===== src/sv/dbgt_pkg.sv =====
`default_nettype none
package dbgt_pkg;

  // Command codes.
  typedef enum logic [2:0] {
    CMD_BORROW_SOURCE = 3'd0,
    CMD_BORROW_LOCAL  = 3'd1,
    CMD_RELEASE       = 3'd2,
    CMD_DROP_IF_FROM  = 3'd3,
    CMD_MAP           = 3'd4,
    CMD_SYNC          = 3'd5,
    CMD_UNMAP         = 3'd6,
    CMD_CLEAR         = 3'd7
  } cmd_t;

  // Status codes.
  localparam logic STATUS_OK       = 1'b0;
  localparam logic STATUS_REJECTED = 1'b1;

  // One command transfer.
  typedef struct packed {
    cmd_t        command;
    logic [31:0] context_id;
    logic [7:0]  request_flags;
    logic [7:0]  allowed_mask;
    logic [31:0] buffer_bytes;
    logic [31:0] window_offset;
    logic [31:0] window_length;
    logic [31:0] direction_bits;
  } req_t;

  // One result transfer.
  typedef struct packed {
    logic        status;
    logic        borrowed;
    logic        mapped;
    logic [31:0] owner_context;
    logic [7:0]  held_flags;
    logic [31:0] mapped_offset;
    logic [31:0] mapped_length;
    logic [31:0] mapped_direction;
  } res_t;

  // Handshake between the input register and the result register.
  typedef struct packed {
    logic valid;
    logic ready;
  } hs_t;

endpackage
`default_nettype wire


===== src/sv/dbgt_if.sv =====
`default_nettype none
// Command channel.
interface dbgt_in_if import dbgt_pkg::*; ();
  logic valid;
  logic ready;
  req_t data;

  modport source (output valid, output data, input ready);
  modport sink (input valid, input data, output ready);
endinterface

// Result channel.
interface dbgt_out_if import dbgt_pkg::*; ();
  logic valid;
  logic ready;
  res_t data;

  modport source (output valid, output data, input ready);
  modport sink (input valid, input data, output ready);
endinterface
`default_nettype wire


===== src/sv/dbgt_in_stage.sv =====
`default_nettype none
module dbgt_in_stage import dbgt_pkg::*; (
  input  wire logic clk,
  input  wire logic rst_n,
  dbgt_in_if.sink   in_ch,
  input  wire logic s1_ready,
  output logic      s1_valid,
  output req_t      s1_req
);

  logic vld_r;
  logic vld_nxt;
  req_t req_r;

  // The register takes a new transfer when empty or when its item moves on.
  assign in_ch.ready = !vld_r || s1_ready;
  assign vld_nxt     = in_ch.valid || (vld_r && !s1_ready);

  always_ff @(posedge clk) begin
    if (!rst_n) begin
      vld_r <= 1'b0;
    end else if (in_ch.ready) begin
      vld_r <= vld_nxt;
    end
  end

  always_ff @(posedge clk) begin
    if (in_ch.valid && in_ch.ready) begin
      req_r <= in_ch.data;
    end
  end

  assign s1_valid = vld_r;
  assign s1_req   = req_r;

endmodule
`default_nettype wire


===== src/sv/dbgt_core.sv =====
`default_nettype none
module dbgt_core import dbgt_pkg::*; (
  input  wire logic clk,
  input  wire logic rst_n,
  input  wire hs_t  s1_hs,
  input  wire req_t s1_req,
  output res_t      res
);

  logic        borrow_on_r, borrow_on_nxt;
  logic [7:0]  flags_r, flags_nxt;
  logic [31:0] owner_r, owner_nxt;
  logic        map_on_r, map_on_nxt;
  logic [31:0] dir_r, dir_nxt;
  logic [31:0] start_r, start_nxt;
  logic [31:0] size_r, size_nxt;

  logic        ok;
  logic        flags_ok;
  logic        owner_match;
  logic [32:0] win_sum;
  logic        map_fits;
  logic        sync_fits;
  logic        fire;

  assign fire = s1_hs.valid && s1_hs.ready;

  // Shared checks: flag subset, owner compare and the 33-bit window end.
  assign flags_ok    = (s1_req.request_flags != 8'd0) && (s1_req.allowed_mask != 8'd0) &&
                       ((s1_req.request_flags & s1_req.allowed_mask) == s1_req.request_flags);
  assign owner_match = (owner_r == s1_req.context_id);
  assign win_sum     = {1'b0, s1_req.window_offset} + {1'b0, s1_req.window_length};
  assign map_fits    = (s1_req.window_offset < s1_req.buffer_bytes) &&
                       (s1_req.window_length <= s1_req.buffer_bytes) &&
                       (win_sum <= {1'b0, s1_req.buffer_bytes});
  assign sync_fits   = (s1_req.window_offset <= size_r) &&
                       (s1_req.window_length <= size_r) &&
                       (win_sum <= {1'b0, size_r});

  // Command decode and next state.
  always_comb begin
    borrow_on_nxt = borrow_on_r;
    flags_nxt     = flags_r;
    owner_nxt     = owner_r;
    map_on_nxt    = map_on_r;
    dir_nxt       = dir_r;
    start_nxt     = start_r;
    size_nxt      = size_r;
    ok            = 1'b0;
    case (s1_req.command)
      CMD_BORROW_SOURCE, CMD_BORROW_LOCAL: begin
        if ((s1_req.command == CMD_BORROW_LOCAL || s1_req.context_id != 32'd0) &&
            flags_ok && !borrow_on_r && !map_on_r) begin
          borrow_on_nxt = 1'b1;
          flags_nxt     = s1_req.request_flags;
          owner_nxt     = (s1_req.command == CMD_BORROW_LOCAL) ? 32'd0 : s1_req.context_id;
          map_on_nxt    = 1'b0;
          dir_nxt       = 32'd0;
          start_nxt     = 32'd0;
          size_nxt      = 32'd0;
          ok            = 1'b1;
        end
      end
      CMD_RELEASE, CMD_DROP_IF_FROM: begin
        // Release needs an unmapped borrow; a drop needs a nonzero matching owner and always passes.
        if ((s1_req.command == CMD_RELEASE) ? (borrow_on_r && !map_on_r) :
            (s1_req.context_id != 32'd0 && borrow_on_r && owner_match)) begin
          borrow_on_nxt = 1'b0;
          flags_nxt     = 8'd0;
          owner_nxt     = 32'd0;
          map_on_nxt    = 1'b0;
          dir_nxt       = 32'd0;
          start_nxt     = 32'd0;
          size_nxt      = 32'd0;
          ok            = 1'b1;
        end
        if (s1_req.command == CMD_DROP_IF_FROM) begin
          ok = 1'b1;
        end
      end
      CMD_MAP: begin
        if (borrow_on_r && !map_on_r && s1_req.direction_bits != 32'd0 &&
            s1_req.window_length != 32'd0 && owner_match && map_fits) begin
          map_on_nxt = 1'b1;
          dir_nxt    = s1_req.direction_bits;
          start_nxt  = s1_req.window_offset;
          size_nxt   = s1_req.window_length;
          ok         = 1'b1;
        end
      end
      CMD_SYNC: begin
        ok = map_on_r && (s1_req.window_length != 32'd0) && sync_fits;
      end
      CMD_UNMAP: begin
        if (borrow_on_r && map_on_r && owner_match) begin
          map_on_nxt = 1'b0;
          dir_nxt    = 32'd0;
          start_nxt  = 32'd0;
          size_nxt   = 32'd0;
          ok         = 1'b1;
        end
      end
      default: begin
        // Clear returns everything to zero.
        borrow_on_nxt = 1'b0;
        flags_nxt     = 8'd0;
        owner_nxt     = 32'd0;
        map_on_nxt    = 1'b0;
        dir_nxt       = 32'd0;
        start_nxt     = 32'd0;
        size_nxt      = 32'd0;
        ok            = 1'b1;
      end
    endcase
  end

  // Buffer state, updated once per command transfer.
  always_ff @(posedge clk) begin
    if (!rst_n) begin
      borrow_on_r <= 1'b0;
      flags_r     <= 8'd0;
      owner_r     <= 32'd0;
      map_on_r    <= 1'b0;
      dir_r       <= 32'd0;
      start_r     <= 32'd0;
      size_r      <= 32'd0;
    end else if (fire) begin
      borrow_on_r <= borrow_on_nxt;
      flags_r     <= flags_nxt;
      owner_r     <= owner_nxt;
      map_on_r    <= map_on_nxt;
      dir_r       <= dir_nxt;
      start_r     <= start_nxt;
      size_r      <= size_nxt;
    end
  end

  // The result reports the state after the command.
  always_comb begin
    res.status           = ok ? STATUS_OK : STATUS_REJECTED;
    res.borrowed         = borrow_on_nxt;
    res.mapped           = map_on_nxt;
    res.owner_context    = owner_nxt;
    res.held_flags       = flags_nxt;
    res.mapped_offset    = start_nxt;
    res.mapped_length    = size_nxt;
    res.mapped_direction = dir_nxt;
  end

endmodule
`default_nettype wire


===== src/sv/dbgt_out_stage.sv =====
`default_nettype none
module dbgt_out_stage import dbgt_pkg::*; (
  input  wire logic clk,
  input  wire logic rst_n,
  input  wire logic s1_valid,
  input  wire res_t res,
  output logic      s1_ready,
  dbgt_out_if.source out_ch
);

  logic vld_r;
  res_t res_r;

  // Room for a new result when empty or when the held one leaves this cycle.
  assign s1_ready = !vld_r || out_ch.ready;

  always_ff @(posedge clk) begin
    if (!rst_n) begin
      vld_r <= 1'b0;
    end else if (s1_ready) begin
      vld_r <= s1_valid;
    end
  end

  always_ff @(posedge clk) begin
    if (s1_ready && s1_valid) begin
      res_r <= res;
    end
  end

  assign out_ch.valid = vld_r;
  assign out_ch.data  = res_r;

endmodule
`default_nettype wire


===== src/sv/dma_buffer_grant_tracker_top.sv =====
// Ownership and DMA-window tracker for one buffer. Every command transfer on
// in_ch yields exactly one result transfer on out_ch, in order, carrying the
// accept/reject status and the full buffer state after the command. A new
// command is taken every cycle unless back-pressure stalls it: each passes
// the command register, then the result register, and the rate of one command
// per cycle is set by the single update of the state registers in the decode
// stage, which reads the state left by the previous command. Back-pressure on
// out_ch stalls the command register only once the result register is full.
`default_nettype none
module dma_buffer_grant_tracker_top import dbgt_pkg::*; (
  input  wire logic  clk,
  input  wire logic  rst_n,
  dbgt_in_if.sink    in_ch,
  dbgt_out_if.source out_ch
);

  hs_t  s1_hs;
  req_t s1_req;
  res_t res;
  logic s1_valid;
  logic s1_ready;

  assign s1_hs.valid = s1_valid;
  assign s1_hs.ready = s1_ready;

  // Command register.
  dbgt_in_stage u_in_stage (
    .clk      (clk),
    .rst_n    (rst_n),
    .in_ch    (in_ch),
    .s1_ready (s1_ready),
    .s1_valid (s1_valid),
    .s1_req   (s1_req)
  );

  // Decode and buffer state.
  dbgt_core u_core (
    .clk    (clk),
    .rst_n  (rst_n),
    .s1_hs  (s1_hs),
    .s1_req (s1_req),
    .res    (res)
  );

  // Result register.
  dbgt_out_stage u_out_stage (
    .clk      (clk),
    .rst_n    (rst_n),
    .s1_valid (s1_valid),
    .res      (res),
    .s1_ready (s1_ready),
    .out_ch   (out_ch)
  );

endmodule
`default_nettype wire


===== src/flat_wrapper.sv =====
// flat-port wrapper written by rule: the top's interface ports become plain ports
module dma_buffer_grant_tracker_top_flat import dbgt_pkg::*;
  (clk, rst_n, in_ch_valid, in_ch_data, in_ch_ready, out_ch_valid, out_ch_data, out_ch_ready);
  dbgt_in_if in_ch_i ();
  dbgt_out_if out_ch_i ();
  input  wire logic clk;
  input  wire logic rst_n;
  input wire logic [$bits(in_ch_i.valid)-1:0] in_ch_valid;
  input wire logic [$bits(in_ch_i.data)-1:0] in_ch_data;
  output wire logic [$bits(in_ch_i.ready)-1:0] in_ch_ready;
  output wire logic [$bits(out_ch_i.valid)-1:0] out_ch_valid;
  output wire logic [$bits(out_ch_i.data)-1:0] out_ch_data;
  input wire logic [$bits(out_ch_i.ready)-1:0] out_ch_ready;
  assign in_ch_i.valid = in_ch_valid;
  assign in_ch_i.data = in_ch_data;
  assign in_ch_ready = in_ch_i.ready;
  assign out_ch_valid = out_ch_i.valid;
  assign out_ch_data = out_ch_i.data;
  assign out_ch_i.ready = out_ch_ready;
  dma_buffer_grant_tracker_top u_core (.clk(clk), .rst_n(rst_n), .in_ch(in_ch_i), .out_ch(out_ch_i));
endmodule

===== config.mk =====
export PLATFORM = sky130hd
export DESIGN_NAME = dma_buffer_grant_tracker_top_flat
export DESIGN_NICKNAME = d
export VERILOG_FILES = /design/src/sv/dbgt_pkg.sv /design/src/sv/dbgt_if.sv /design/src/sv/dbgt_in_stage.sv /design/src/sv/dbgt_core.sv /design/src/sv/dbgt_out_stage.sv /design/src/sv/dma_buffer_grant_tracker_top.sv /design/src/flat_wrapper.sv
export SDC_FILE = /design/constraint.sdc
export NUM_CORES = 1
export LEC_CHECK = 0
export BUFFER_PORTS_ARGS = -buffer_cell sky130_fd_sc_hd__buf_2
export CORE_MARGIN = 2
export CORE_UTILIZATION = 40
export CTS_CLUSTER_SIZE = 10
export DETAILED_ROUTE_END_ITERATION = 10
export SLEW_MARGIN = 20
export SYNTH_ARGS = -nofsm -noshare
export SYNTH_HDL_FRONTEND = slang
export SYNTH_HIERARCHICAL = 1
export SYNTH_SLANG_ARGS = --single-unit
export TNS_END_PERCENT = 5

===== constraint.sdc =====
create_clock -name clk -period 14.4 [get_ports clk]
set_clock_uncertainty 0.15 [all_clocks]
set_input_delay 2.88 -clock clk [delete_from_list [all_inputs] [get_ports clk]]
set_output_delay 2.88 -clock clk [all_outputs]
set_load 0.005 [all_outputs]

-- Word-level counts from Yosys, hierarchy flattened
Index checks and enable logic that the tools add are counted.
- reductions and logical operators: 41
- $lt $le $gt $ge: 6
- bitwise logic cells: 1
- muxes and demuxes: 38
- equal/unequal tests: 8
- add/sub/neg operators: 1
- operator list (operator ; number):
    32-bit two-way mux ; 15
    32-bit case mux with 5 select lines ; 3
    32-bit <= comparator ; 3
    32-bit case mux with 3 select lines ; 1
    32-bit nonzero test ; 3
    33-bit by 32-bit <= comparator with 1-bit output ; 2
    32-bit by 32-bit adder with 33-bit output ; 1
    32-bit == test ; 1
    32-bit less-than comparator ; 1
    8-bit case mux with 3 select lines ; 1
    1-bit logical AND ; 23
    8-bit two-way mux ; 2
    8-bit nonzero test ; 2
    1-bit two-way mux ; 13
    1-bit case mux with 5 select lines ; 2
    3-bit == test, second input constant ; 3
    8-bit AND ; 1
    8-bit == test ; 1
    3-bit by 2-bit == test with 1-bit output, second input constant ; 2
    1-bit zero test ; 5
    1-bit logical OR ; 4
    2-bit OR reduction ; 2
    3-bit by 1-bit == test with 1-bit output, second input constant ; 1
    3-bit zero test ; 1
    other kinds (2) ; 2
- output and inout port bits: 141
- register bits after elaboration: 458
- logic and storage cells: 120
- input port bits: 183

-- Logic depth before layout (Yosys ltp)
Gate-level depths: netlist of run 1.
- depth after elaboration: 9
- depth in mapped cells: 25
- depth with buffers taken out: 22

-- Hierarchy
The synthesis of run 1 kept the hierarchy.
- modules (own cells, without submodules) (module ; area an instance (um^2) ; times used ; cells each ; sequential area each (um^2)):
    dbgt_core ; 13909.6 ; 1 ; 1790 ; 2762.6
    dbgt_in_stage ; 5432.7 ; 1 ; 184 ; 5395.2
    dbgt_out_stage ; 4231.6 ; 1 ; 144 ; 4194.0

-- Worst setup path before layout of run 1
No wires, ideal clock.
- path kind: input to output
- start point: input port out_ch_ready
- end point: output port in_ch_ready
- path buffers: 0
- stages: 2
- data required time: 11.370 ns
- arrival time: 3.168 ns
- path slack: 8.202 ns
- cells stage by stage: nand2b_4 > nand2b_4
- word-level cells in the longest chain between the ends: 2
- ends and longest elaborated chain (what ; RTL line ; text):
    start: declaration ; flat_wrapper.sv:13 ; input wire logic [$bits(out_ch_i.ready)-1:0] out_ch_ready;
    1-bit logical OR ; dbgt_out_stage.sv:15 ; assign s1_ready = !vld_r || out_ch.ready;
    1-bit logical OR ; dbgt_in_stage.sv:16 ; assign in_ch.ready = !vld_r || s1_ready;
    end: declaration ; flat_wrapper.sv:10 ; output wire logic [$bits(in_ch_i.ready)-1:0] in_ch_ready;
Every way passes these cells.

==> reports/results.txt, run 1 <==
WS Path Type: register to register
First-pass GRT wire length: 108000 um
TritonCTS buffer count: 54
Levels on crit path: 21
Clk pwr share: 39.7%
Core area: 58000 um2
# H-tree levels: 2
Crit path required time: 14720 ps
Place WS: 6990 ps
Synth Register Bits: 458
Ports: 324
Seq/Total Area, Yosys: 52.4%
CP Capture Type: register
Reg2Reg Depth: 21
Sw Ratio: 26.5%
DRC: 0
Share of layout cells above drive strength 1: 17.4%
CP top delay family: compound AO/OA/AOI/OAI gates
Min cycle time layout: 7510 ps
HP Class: register to register
Post-CTS setup buffers: 0
Synth top area share: 40.5%
Outcome: finished, final reports clean
Worst slew pin tran: 1150 ps
Synth area leader: edfxtp_1
Lkg Pwr: 10.5 nW
DP HPWL: 50600 um
Net load switching power: 0.000843 W
Final worst slack: 6890 ps
Number of global-route vias before repair: 18000
Die width: 247 um
CP bufs+invs: 1
Power Density: 116 nW/um2
Critical path's largest stage delay: 720 ps
DR vias: 18300
Clock Sink Count: 458
Critical-path top delay cell: buf_4
Routed wire length: 72500 um
Tot GR Track Use: 23.3%
Area grow syn2layout: 16.7%
Setup TNS: 0 ps
Max-Cap Viols: 0
DRT antenna net count: 0
Number of DRC markers in iteration 0: 1161
Synth area leaders: edfxtp_1 41%, dfxtp_1 12%, ha_1 12%
Max Root-Sink Buffers: 3
CTS tree: done
Clock edge transition at the registers on the reported setup and hold paths: 60 ps
# hold bufs at CTS: 0
Skew-Pair Late Insertion Delay: 620 ps
Startpoint Class: register
Sequential Power Share: 47.3%
Logic pwr share: 13.0%
Util after Layout: 47.4%
Port bufs: 323
Post-synth cell types: 62
Largest net degree at the start of global routing: 97
RSZ-0062 raised after global routing: false
Mapped Nets: 2525
Post-CTS Resized: 0
Die Ht: 247 um
Crit-path most repeated cell: a21o_1
Internal: 0.00234 W
Syn. warnings: 6
Max VDD drop: 0.108 mV
WL/cell: 22.5 um
Hold path cells: 2
CP Cell Sequence: ha_1, a211oi_1, nor2_1, a211oi_1, o21ai_0, a21o_1, a21o_1, a21o_1, a21oi_1, xnor2_1, ha_1, nand4_1, or4_1, or3_1, o221ai_1, a21oi_1, nand4_1, o31a_2, nand2b_4, buf_4, a22o_1
Syn Area/Cell: 11.1 um2
Final cycle utilization of the critical path: 52.2%
Final setup fails: 0
GPL Wtd Cong: 0.951
Vias/cell: 5.70
Max Clk Rate: 133 MHz
Main synth FF type: edfxtp_1
Worst rel slew slack: 23.4%
Ys async rst share: 0%
Fin. max-slew vios: 0
Die ar.: 60900 um2
Endpoints failing hold: 0
CP Max Fanout: 63
Starting Density: 40.6%
Number of flops mapped to enable cells by yosys: 318
Synth Cell Area: 23600 um2
CTS root buffer: clkbuf_16
Total global routing overflow: 0
Cells after Synth: 2118
Final net count: 2812
Initial antenna violation count: 3
CP arrival: 7840 ps
Pre-antenna DRT Iters: 5
# rows: 88
-- registers in the layout (all words and copies together) (netlist names) --
name and cells:
u_core/u_core/start_r 32, u_core/u_in_stage/s1_valid 1, u_core/u_core/owner_r 32, u_core/u_core/size_r 32, u_core/u_core/dir_r 32, u_core/u_core/borrow_on_r 1
u_core/u_core/flags_r 8, u_core/u_out_stage/out_ch.valid 1, u_core/u_in_stage/s1_req 179, u_core/u_core/map_on_r 1, u_core/u_out_stage/out_ch.data 139
-- Yosys cell counts, types with 49 or more instances --
cell type and instances:
nand3_1 120, nor2_1 94, inv_1 87, a21oi_1 115, a21boi_0 66, nand2_1 57
ha_1 223, o21ai_0 144, edfxtp_1 318, a22o_1 129, nor3_1 105, clkbuf_1 88
dfxtp_1 140, nand4_1 49, nor2b_1 50
-- area by class of cell --
class,instances,area [um2]
clock buffer,93,1540
tap,765,957
antenna,3,7.51
inverter,87,327
clock inverter,7,101
sequential,458,12400
timing repair buffer,343,1790
fill,5288,30500
multi-input combinational,1461,10400
-- per-stage QoR --
step | hold WS (ps) | std cells | power [W] | cell area, um2
final | 315 | 3217 | 0.00319 | 27500
after floorplan | 292 | 2118 | 0.00178 | 23600
after global routing | 330 | 3217 | 0.00333 | 27500
after CTS | 312 | 3213 | 0.00323 | 27500
after detailed placement | 308 | 3113 | 0.00194 | 25800
after global placement | 299 | 3113 | 0.00194 | 25800
-- worst paths after layout --
check	from	end	slack, ps
min reg2reg	u_core/u_core/flags_r[5]	u_core/u_core/flags_r[5]	310
max reg2reg	u_core/u_in_stage/s1_req[33]	u_core/u_out_stage/out_ch.data[77]	6890
min	u_core/u_core/flags_r[5]	u_core/u_core/flags_r[5]	310
max	u_core/u_in_stage/s1_req[33]	u_core/u_out_stage/out_ch.data[77]	6890
-- metal layers --
layer  track usage (%)  share of wire (%)
met5                 0                  0
met4              8.04                2.8
met3              2.84                5.3
met2              39.2                 49
met1              30.8                 43
-- tightest hold or removal path, cell delays in order, from the launching register on --
cell       delay, ps
dfxtp_1          310
nand2_1           50
o2bb2ai_1         60
-- power groups by stage --
stage / clock network, W / logic [W] / registers (W)
5_1_grt: 0.00136 / 0.000462 / 0.00151
4_1_cts: 0.00131 / 0.000412 / 0.00151
3_3_place_gp: 0 / 0.000404 / 0.00153
6_report: 0.00127 / 0.000414 / 0.00151
2_1_floorplan: 0 / 0.000262 / 0.00152
3_5_place_dp: 0 / 0.000409 / 0.00153
-- cells by family (layout without fill, tap and decap cells) --
| family | count (synthesis) | after routing | share of synthesized area [%] |
|---|---|---|---|
| adders and majority gates | 224 | 224 | 11.9 |
| DFF | 458 | 458 | 52.4 |
| xor gates and xnor gates | 59 | 59 | 2.19 |
| AOI/OAI and AO/OA | 611 | 611 | 17.6 |
| other | 0 | 3 | 0 |
| and+or+nand+nor | 567 | 567 | 12.4 |
| buffers and inverters | 199 | 530 | 3.44 |
-- layout by cell type, fill, tap and decap left out, drive strengths merged, types with 4 or more instances in the layout --
cell	instances
ha	223
nand2b	13
nand4	49
o2bb2ai	7
nor4	42
and4	5
and2	10
a31oi	6
a22o	129
clkbuf	93
nand2	57
clkinv	5
xor2	40
a211oi	13
o21ai	144
xnor2	19
nor2	94
o21a	9
a221oi	5
dfxtp	140
nand3	120
a21o	42
o21bai	5
nor3	105
buf	343
nor2b	50
edfxtp	318
a22oi	33
o211ai	8
inv	87
a21boi	70
a21oi	115
and3	8
or3	4
No activity file was read; power rests on OpenSTA's default activity.
==> run 2, diff against run 1 <==
Clock period 14.4 ns to 7 ns, I/O delays scaled along.
==> run 2 against run 1 <==
Compared with the run above: register-to-register slack got worse by 6500 ps; fmax grew 13%; clock-buffer cell count up 2; first-iteration DRC count rose by 25%; worst setup slack worse by 6500 ps; highest routed layer unchanged.
==> reports/results.txt, run 2 (synthesis results as in run 1) <==
Post-CTS setup buffers: 0
Lkg Pwr: 10.6 nW
Final cycle utilization of the critical path: 94.6%
Die width: 247 um
Clock edge transition at the registers on the reported setup and hold paths: 70 ps
DRC: 0
Max Root-Sink Buffers: 3
Final worst slack: 381 ps
Largest reg by FF count: u_core/u_in_stage/s1_req
# H-tree levels: 2
Skew-Pair Late Insertion Delay: 620 ps
Largest net degree at the start of global routing: 97
Hold Slack: 314 ps
DR vias: 18500
Ports: 324
HP Class: register to register
Fin. max-slew vios: 0
CTS tree: done
Setup TNS: 0 ps
Initial antenna violation count: 5
WL/cell: 22.5 um
First-pass GRT wire length: 108000 um
Placed Cells incl. Taps: 3123
Place WS: 496 ps
Max FFs per register: 179
Clock Sink Count: 458
Crit path required time: 7390 ps
Worst rel slew slack: 20.0%
Number of DRC markers in iteration 0: 1449
CP Max Fanout: 96
Post-CTS Resized: 0
Area grow syn2layout: 17.1%
Routed wire length: 72600 um
Starting Density: 40.6%
CTS root buffer: clkbuf_16
Non-filler cells, final: 3227
Min cycle time layout: 6620 ps
Endpoints failing hold: 0
Core area: 58000 um2
CP Capture Type: register
Leading cell type in the layout, fill and taps excluded: buf_2
Total global routing overflow: 0
TritonCTS buffer count: 53
DP HPWL: 51400 um
Outcome: finished, final reports clean
Die ar.: 60900 um2
Share of layout cells above drive strength 1: 17.6%
Number of global-route vias before repair: 18100
WS Path Type: register to register
Max Clk Rate: 151 MHz
Die Ht: 247 um
Pre-antenna DRT Iters: 6
Max-Cap Viols: 0
RSZ-0062 raised after global routing: false
# rows: 88
Final setup fails: 0
Final net count: 2820
Most frequent cells in the layout: 322 x buf_2, 318 x edfxtp_1, 223 x ha_1
Power Density: 237 nW/um2
CP arrival: 7010 ps
Vias/cell: 5.72
GPL Wtd Cong: 0.895
Max VDD drop: 0.208 mV
DRT antenna net count: 0
Startpoint Class: register
# hold bufs at CTS: 0
Port bufs: 323
Worst slew pin tran: 1200 ps
Hold path cells: 2
Tot GR Track Use: 23.2%
Reg2Reg Depth: 21
==> run 2: final timing paths <==
kind | startpoint | to | slack (ps)
setup / recovery | u_core/u_in_stage/s1_req[33] | u_core/u_core/size_r[17] | 380
hold / removal | u_core/u_core/flags_r[2] | u_core/u_core/flags_r[2] | 310
setup reg to reg | u_core/u_in_stage/s1_req[33] | u_core/u_core/size_r[17] | 380
hold reg to reg | u_core/u_core/flags_r[2] | u_core/u_core/flags_r[2] | 310
==> run 2: final cells by class <==
cell class | instances | area, um2
fill | 5319 | 30400
timing repair buffer | 352 | 1900
sequential | 458 | 12400
antenna | 4 | 10.0
multi-input combinational | 1461 | 10400
clock buffer | 95 | 1520
tap | 765 | 957
clock inverter | 5 | 90.1
inverter | 87 | 327
==> run 2: power breakdown <==
part           switching, W  total (W)  internal (W)
Sequential        0.0000955    0.00310       0.00300
Combinational      0.000528   0.000856      0.000328
Clock               0.00112    0.00260       0.00147
Total               0.00175    0.00655       0.00481
==> run 2: metal layers <==
metal / track usage [%] / vias up / routed length (um)
met3: 3.35 / 144 / 4170
met1: 29.5 / 8993 / 30600
met4: 8.61 / 0 / 2380
met2: 39.9 / 629 / 35500
met5: 0 / - / 0
li1: - / 8684 / -
==> run 2: stage by stage <==
step	util, %	cell area, um2	power (W)
floorplan	-	23600	0.00366
global placement	44.8	26000	0.00398
detailed placement	44.8	26000	0.00400
CTS	47.6	27600	0.00661
global route	47.6	27600	0.00683
finish	47.6	27600	0.00655
==> run 2: worst max-delay path: stages, from the launching register on <==
cell and delay, ps:
edfxtp_1 490, ha_1 350, a211oi_1 270, nor2_1 130, a211oi_1 520, o21ai_0 360, a21o_1 260, a21o_1 190
a21o_1 170, a21oi_1 160, xnor2_1 110, ha_1 300, nand4_1 140, or4_1 550, or3_1 340, o221ai_1 240
a21oi_1 110, nand4_1 130, o31a_2 150, buf_4 760, o21ai_0 260, a21boi_0 200
